`src/hdl/ldm_delay.sv`:
```
// Fixed-depth register delay line with a common clock enable.
// Stand-alone; used by lens_distortion_map to align pipeline branches.
module ldm_delay #(
  parameter int WIDTH = 64,
  parameter int DEPTH = 1
) (
  input  logic             clk,
  input  logic             ce,
  input  logic [WIDTH-1:0] d,
  output logic [WIDTH-1:0] q
);

  logic [WIDTH-1:0] stg [DEPTH];

  always_ff @(posedge clk) begin
    if (ce) begin
      stg[0] <= d;
      for (int i = 1; i < DEPTH; i++) begin
        stg[i] <= stg[i-1];
      end
    end
  end

  assign q = stg[DEPTH-1];

endmodule

```
`config.mk`:
```
export PLATFORM = sky130hd
export DESIGN_NAME = ldm_delay
export DESIGN_NICKNAME = d
export VERILOG_FILES = /design/src/hdl/ldm_delay.sv
export SDC_FILE = /design/constraint.sdc
export NUM_CORES = 1
export LEC_CHECK = 0
export ABC_AREA = 1
export BUFFER_PORTS_ARGS = -buffer_cell sky130_fd_sc_hd__buf_4
export CAP_MARGIN = 20
export CELL_PAD_IN_SITES_DETAIL_PLACEMENT = 1
export CELL_PAD_IN_SITES_GLOBAL_PLACEMENT = 2
export CORE_ASPECT_RATIO = 0.8
export CORE_MARGIN = 2
export CORE_UTILIZATION = 29
export DETAILED_ROUTE_END_ITERATION = 12
export GPL_ROUTABILITY_DRIVEN = 0
export PLACE_DENSITY = 0.86
export SYNTH_ARGS = -nofsm -noshare
export SYNTH_HDL_FRONTEND = slang
export SYNTH_SLANG_ARGS = --single-unit
```
`constraint.sdc`:
```
create_clock -name clk -period 0.95 [get_ports clk]
set_clock_uncertainty 0.05 [all_clocks]
set_input_delay 0.2375 -clock clk [delete_from_list [all_inputs] [get_ports clk]]
set_output_delay 0.2375 -clock clk [all_outputs]
set_load 0.005 [all_outputs]
```
* After elaboration in Yosys (flattened, before gate mapping) *
Memory sizes are Yosys's and may differ from the RTL's.
Index checks and enable logic that the tools add are counted.

word-level totals
  memories = 1
  logic and storage cells = 3
  output and inout port bits = 64
  bits of input ports = 66
  memory bits (writable) = 64
  flip-flop bits (word level) = 0

cells by class
  muxes and demuxes = 2

memories
  memory  words  bits a word  rd ports  clocked after memory_dff  wr ports  RTL line  source
  stg     1      64           1         0                         1         13        logic [WIDTH-1:0] stg [DEPTH];

operators by type and width
  kind    count
  $mux 1  2

* Logic depth before layout (Yosys ltp) *
  depth in word-level cells = 2
  depth in mapped cells = 0
  depth with buffers taken out = 0

* Worst setup path before layout *
Ideal clock, no wire load.

  path type = register -> output
  start point = mem stg[0][0]
  end point = out q[0]
  data arrival time = 0.355 ns
  slack = 0.307 ns
  buffers on the path = 0
  stages on the path, launching flop included = 1
  path through = edfxtp_1

on the way
  word-level cells in the longest chain between the ends = 1

RTL lines
  item             RTL line  source
  start, declared  13
  $mem_v2 1x64     -
  end, declared    10        output logic [WIDTH-1:0] q

Every way passes these cells.

* Worst setup path after layout *
  start point = mem stg[0][17]
  end point = out q[17]

Same word-level chain as after synthesis.

==> qor.yml <==
run_status:
  status: "finished, violations left"
  violations: "setup timing"
layout:
  nFillCells: 645
  design_area_um2: 3360
  regMostFlops: "stg"
  multi_input_area_um2: 0
  reg.largest.list: "stg x64"
  seq_area_um2: 1920
  area_growth_pct: 75.1
  mostFrequentLayoutCells: "buf_4 (114), edfxtp_1 (64), buf_6 (16), clkbuf_8 (9), buf_12 (4)"
  layout_commonest_cell: "buf_4"
  drive_gt1_share_pct: 68.8
  largest_register_ff_count: 64
  fin_nets: 276
  final_util_pct: 52.5
  n_antenna_cell: 0
  multi_input_cells: 0
setup_path:
  worstPathArrival_ns: 0.87
  path_buf_inv: 1
  start_kind: "flip-flop"
  critical-path-top-delay-family: "flip-flops"
  required_ns: 0.66
  path_class: "flip-flop to primary output"
  path_max_fanout: 1
  cp_slowest_cell: "edfxtp_1"
  endpoint_kind: "primary output"
  crit_path_cell_trace: "buf_6"
  slowest_delay_ns: 0.40
synth:
  syn_area_per_cell_um2: 30.0
  ys_types: 1
  yosysWarnings: 0
  netlist.area_leader.share_pct: 100
  synth-seq-cells: 64
  synth_area_leaders: "edfxtp_1 (100%)"
  synth_area_um2: 1920
  yosys.area.top_type: "edfxtp_1"
  syn-num-nets: 130
  ys_seq_area_share_pct: 100
  netlist_instances: 64
cts:
  cts_root_buf: "clkbuf_8"
  clock-sinks: 64
  cts_tree: "done"
  cts_setup_buffers: 0
  cts.htree.levels: 3
  clk_pin_slew_worst_paths_ns: 0.07
  clockBufferDepth: 2
  numCtsBuffers: 9
routing:
  wl_met1_um: 1620
  drc: 0
  antenna_left: 0
  routedWlPerCell_um: 15.3
  viasPerCell: 3.97
  drtPass1Iterations: 4
  drt_iter0_drc: 34
  maxUsedRoutingLayer: "met4"
  drt_wl_total_um: 4560
  via_count: 1187
  wl_met2_um: 2270
  met3_length_um: 567
placed_design:
  place_area_um2: 3080
  numPortBuffers: 129
  post-dp-hpwl_um: 3590
timing:
  whs_ns: 0.0304
  worst_pin_slew_ns: 0.150
  drv_slew: 0
  slew_headroom_pct: 90.0
  fmax_mhz: 867
  timing.final.crit_period_ns: 1.15
  rsz0062_at_grt: "yes"
  period_share_pct: 121
  setup_violations: 64
  tns_ns: -11.13
  timing.final.hold_violations: 0
  worst_slack_ns: -0.203
pwr:
  max-vdd-ir-drop_mv: 1.08
  power_frac_seq_pct: 52.3
  cellLeakagePower_uw: 0.00141
  internal_power_uw: 5300
  p_clk_share_pct: 37.2
  power_switching_uw: 1250
  combPwrFrac_pct: 10.5
  p_sw_share_pct: 19.1
  pwr_density_cell_nw_per_um2: 1950
floorplan:
  initial_core_util_pct: 30.0
  coreArea_um2: 6410
  ios: 130
  fp-row-count: 26
  die_area_um2: 7300
  fp.dieW_um: 95.0
  die_h_um: 76.8
global_routing:
  grt_usage_pct: 13.1
  grt_pass1_vias: 1345
  grt_overflow: 0
  grt_max_degree: 21
  grt_pass1_wl_um: 6830
  antenna_found_initial: 0
run:
  max_cap_violations: 0
hold_path:
  hp-class: "input port to flip-flop"
metal layers:
layer / vias to the layer above / track usage (%)
li1: 554 / -
met1: 543 / 13.1
met2: 81 / 20.8
met3: 9 / 8.25
met4: 0 / 6.81
met5: - / 0
stage by stage:
step                total power [uW]  cells  worst slack, ns
finish                          6550    299           -0.203
global route                    6830    299           -0.256
CTS                             6640    298           -0.245
detailed placement              4150    282          -0.0114
global placement                4130    282         -0.00890
floorplan                       3510     64            0.307
layout make-up:
type	instances	share of cell area, %
Tap cell	84	3.12
Timing Repair Buffer	135	33.5
Clock buffer	10	3.79
Clock inverter	6	2.49
Sequential cell	64	57.1
power by group through the flow:
stage	logic, uW	registers, uW	clock network [uW]
floorplan	0	3510	0
global placement	657	3470	0
detailed placement	667	3480	0
CTS	675	3430	2540
global route	743	3450	2650
finish	689	3430	2430
cells by family (layout without fill, tap and decap cells):
family | after synthesis | count (layout) | share of synthesized area [%]
buf+inv | 0 | 151 | 0
flops | 64 | 64 | 100
cells in the mapped netlist:
master,instances
edfxtp_1,64
worst paths after layout:
| kind | start | endpoint | slack (ns) | cells past startpoint |
|---|---|---|---|---|
| setup / recovery | stg[0][17] | q[17] | -0.20 | 1 |
| hold / removal | d[10] | stg[0][10] | 0.03 | 1 |
repair_timing:
action                                  in CTS  in global routing
hold endpoints to repair                     0                  1
pin swaps                                    0                  0
endpoints found under the setup margin      64                 64
hold buffers                                 0                  1
resized for setup                            4                 12
gates cloned                                 0                  0
Power figures use the tool's default switching activity.
